===== config.mk =====
export PLATFORM = sky130hd
export DESIGN_NAME = fft_ram
export DESIGN_NICKNAME = d
export VERILOG_FILES = /design/src/hdl/fft_radix2_dif_macros.svh /design/src/hdl/fft_ram.sv
export SDC_FILE = /design/constraint.sdc
export NUM_CORES = 1
export LEC_CHECK = 0
export BUFFER_PORTS_ARGS = -buffer_cell sky130_fd_sc_hd__clkbuf_2
export CAP_MARGIN = 15
export CORE_MARGIN = 4
export CORE_UTILIZATION = 65
export CTS_BUF_LIST = sky130_fd_sc_hd__clkbuf_8 sky130_fd_sc_hd__clkbuf_16
export CTS_CLUSTER_DIAMETER = 120
export DETAILED_ROUTE_END_ITERATION = 7
export PLACE_DENSITY = 0.82
export SETUP_SLACK_MARGIN = 0.1
export SYNTH_ARGS = -nofsm -noshare
export SYNTH_HDL_FRONTEND = slang
export SYNTH_SLANG_ARGS = --single-unit
export TNS_END_PERCENT = 100

===== constraint.sdc =====
create_clock -name aclk -period 4.2 [get_ports aclk]
set_input_delay 0.21 -clock aclk [delete_from_list [all_inputs] [get_ports aclk]]
set_output_delay 0.21 -clock aclk [all_outputs]
set_load 0.01 [all_outputs]

===== src/hdl/fft_radix2_dif_macros.svh =====
// ---------------------------------------------------------------------------
// Assertion macros shared by the FFT block.
// ---------------------------------------------------------------------------
`ifndef FFT_RADIX2_DIF_MACROS_SVH
`define FFT_RADIX2_DIF_MACROS_SVH

// A property that must hold on every clock edge outside reset.
`define FFT_ASSERT(label, prop, msg) \
    label: assert property (@(posedge aclk) disable iff (!aresetn) (prop)) else $error(msg);

// An implication checked on the cycle after the antecedent.
`define FFT_ASSERT_NEXT(label, ante, cons, msg) \
    label: assert property (@(posedge aclk) disable iff (!aresetn) (ante) |=> (cons)) \
        else $error(msg);

`endif


===== src/hdl/fft_ram.sv =====
// ---------------------------------------------------------------------------
// FFT generic RAM
// Single write port, single registered read port.
// ---------------------------------------------------------------------------
module fft_ram #(
    parameter int Width = 23,
    parameter int Depth = 64
) (
    input  logic                     aclk,
    input  logic                     wr_en,
    input  logic [$clog2(Depth)-1:0] wr_addr,
    input  logic [Width-1:0]         wr_data,
    input  logic [$clog2(Depth)-1:0] rd_addr,
    output logic [Width-1:0]         rd_data
);

    logic [Width-1:0] mem [Depth];

    // Registered read; a read of the address being written returns the old data.
    always_ff @(posedge aclk) begin
        if (wr_en) begin
            mem[wr_addr] <= wr_data;
        end
        rd_data <= mem[rd_addr];
    end

endmodule

Yosys cells after proc, flatten, opt, wreduce, memory -nomap -nowiden
Memories as Yosys holds them, arrays and structs flattened. A register that Yosys moved wholly into a read port is not among the register bits.
Index checks and enable logic that the tools add are counted.
- memory bits (writable): 1472
- input bits: 37
- flip-flop bits (word level): 0
- logic and storage cells: 3
- memories kept: 1
- memory list (memory ; depth ; bits a word ; rd ports ; clocked after memory_dff ; write ports ; line ; source):
    mem ; 64 ; 23 ; 1 ; 1 ; 1 ; fft_ram.sv:17 ; logic [Width-1:0] mem [Depth];
- multiplexer cells: 2
- operator list (cell ; count):
    $mux 1 ; 2

Depth between registers and ports, before layout
- depth after elaboration: 2
- mapped depth: 9
- mapped depth without buffers: 5

Worst setup path before layout
No wires, ideal clock.
- path kind: in2reg
- from: input port wr_addr[3]
- to: memory mem[48][0], enable pin
- path buffers: 1
- setup slack: 1.432 ns
- arrival: 2.336 ns
- stages on the path: 4
- required time: 3.768 ns
- cell sequence: clkbuf_1 -> nor2b_1 -> nand4b_1 -> nor3_1
- RTL lines (what ; line ; source):
    start, declared ; fft_ram.sv:11 ; input logic [$clog2(Depth)-1:0] wr_addr,
    end, declared ; fft_ram.sv:17 ;
Straight into the memory's write port.

==> run metrics <==
Slew @ Worst Pin between 1000 and 1500 ps; Area growth syn-to-layout 12.5%; Total GRT Usage between 30% and 40%; CTS clk-pin slew, worst paths 70 ps; setup violators final 0; Cell Int Power 0.0246 W; antenna violations before repair 5; #FFs+latches synth 1495; Port Buffers 59; Yosys top cell by area edfxtp_1; total number of vias between 20000 and 30000; post-CTS resize count 0; power per cell area 491 nW/µm²; hpwl dp approximately 75000 µm; design area 63800 µm²; Switching Share a little over a fifth; Clock Skew 23.9 ps; GRT overflow 0; Slew Viols, Final 0; share of layout cells above drive strength 1 approximately 31%; Clock H-tree levels 4; Synth top area share slightly below 80%; logic gate share of total power 5.0%; Final min period 2830 ps; worst min path class in2reg; RSZ-0062 raised after global routing false; post-route ant nets 0; hold_buf cts 0; root buffer cell clkbuf_16; Peak Freq between 300 and 400 MHz; Primary FF master, synth edfxtp_1; Die W 303 µm; number of global-route vias before repair between 20000 and 30000; TritonCTS buffer count about 140; Worst slew margin 27.1%; worst path cell trace buf_8, buf_12, or3b_2, o221ai_1, a211oi_1, a221oi_1, a21o_1; clock power share 42.1%; Syn Nets roughly 2500; die height 303 µm; routed length per placed instance around 39 µm; count leader, synth edfxtp_1; Starting Density 65.5%; Final Hold Violating Endpoints 0; crit path to rd_data[16]; EDFF count, synth 1472; # clock sinks 1495; Crit. End Element flip-flop; largest net degree at the start of global routing 99; max_cap viols 0; final worst-path cycle share 67.5%; critical path class in2reg; r2r worst-path depth 4; WHS 51.5 ps; CTS tree done; GPL Wtd Cong approximately 0.84; vias per cell roughly 7.4; drt pass-1 iters 6; DR iter-0 viols roughly 5300; die area slightly above 90000 µm²; Post-DP Area 59000 µm²; run status finished, final reports clean; worst r2r src mem[3][4]; Peak VDD IR ~0.39 mV; synthesized instance count around 2400; placed cells 3648; P_leak between 20 and 25 nW; worst path required time slightly below 5000 ps; Critical Path AT 3510 ps; Worst Setup Start Kind input port; WL met2 73300 µm; num ports 60; ys async rst share 0%; Final TNS setup 0 ps; Yosys Warn Count 0; mapped cell area approximately 57000 µm²; r2r setup slk ~1700 ps; distinct cell type count after synthesis 37; Critical Path Source rd_addr[0]; top layer in use met5; Crit path largest cell delay about 860 ps; M1 WL approximately 50000 µm; post-synthesis sequential area ratio 78.7%; maximum fanout along the worst path slightly below 60; Seq pwr share a little over half; met3 WL ~22000 µm; switching power about 0.0067 W; Synth top cells by count 1472 x edfxtp_1, 368 x mux4_2, 78 x nor2_1, 71 x mux2i_1, 64 x clkbuf_1; Max Root-Sink Buffers 3; first-pass GRT wire length 217000 µm; syn_area_per_cell ~23 µm²; core area 86600 µm²; fin cells ~3900; top cells by area, synth edfxtp_1 78%, mux4_2 15%, mux2i_1 1.3%; fin nets approximately 2700; DR DRC count 0; r2r endpoint rd_data[4]; slowest stage cell on the critical path a221oi_1; setup repair bufs after CTS 0; clk_lat worst skew approximately 740 ps; DRT Wirelength 152000 µm; Final Util 73.7%; row count 108
cell families after synthesis:
kind of cell	share of synthesized area, %
AO/OA/AOI/OAI	2.37
flip-flops	78.7
multiplexers	16.1
AND/OR/NAND/NOR	1.46
buffers and inverters	1.28
through the flow:
stage,worst slack [ps],power [W]
after global routing,1400,0.0321
final,1370,0.0313
after CTS,1630,0.0313
after detailed placement,940,0.0184
after global placement,939,0.0183
after floorplan,1430,0.0177
critical path: cells and delay by family:
family,cells,cell delay [ps]
compound gates,4,1620
buf+inv,2,910
simple gates,1,580
flip-flops by register name (all words and copies together) (netlist names):
register  count
mem        1472
rd_data      23
worst min-delay path by stage:
| stage | from | to | slack (ps) | depth (start not counted) |
|---|---|---|---|---|
| 2_1_floorplan | wr_data[0] | mem[0][0] | 310 | 0 |
| 3_3_place_gp | rd_data[13] | rd_data[13] | 600 | 1 |
| 3_5_place_dp | rd_data[22] | rd_data[22] | 610 | 1 |
| 4_1_cts | wr_data[1] | mem[43][1] | 8 | 1 |
| 5_1_grt | wr_data[1] | mem[46][1] | 50 | 1 |
| 6_report | wr_data[1] | mem[42][1] | 50 | 1 |
layout by cell type (no fill, tap or decap), drive strengths merged, types with 5 or more instances in the layout:
cell type,Yosys,final
clkbuf,64,213
bufinv,0,16
a211o,5,5
nor2,78,78
nand3,28,28
nor3,8,8
mux2i,71,71
nor2b,12,12
dfxtp,23,23
clkinv,0,53
o221ai,11,11
mux2,14,14
a21oi,23,23
nand2,23,23
nand3b,7,7
mux4,368,368
a221oi,22,22
a22o,23,23
edfxtp,1472,1472
o22ai,7,7
inv,0,36
buf,71,126
o21ai,26,26
a211oi,15,15
a22oi,49,49
power groups by stage:
stage	Sequential, W	Clock (W)	Combinational [W]
after floorplan	0.0169	0	0.000808
after global placement	0.0169	0	0.00142
after detailed placement	0.0169	0	0.00148
after CTS	0.0166	0.0132	0.00153
after global routing	0.0166	0.0140	0.00162
final	0.0166	0.0132	0.00157
per-layer routing:
layer,GRT usage [%],up-vias
li1,-,10900
met1,46.6,14800
met2,52.9,2899
met3,9.26,502
met4,14.2,6
met5,1.06,-
final cells by class:
type	instances	area, µm²
antenna	1	2.50
clock buffer	156	3820
clock inverter	109	980
fill	4246	22800
multi-input combinational	816	11500
sequential	1495	44700
tap	1155	1450
timing repair buffer	183	1380
Power figures use the tool's default switching activity.
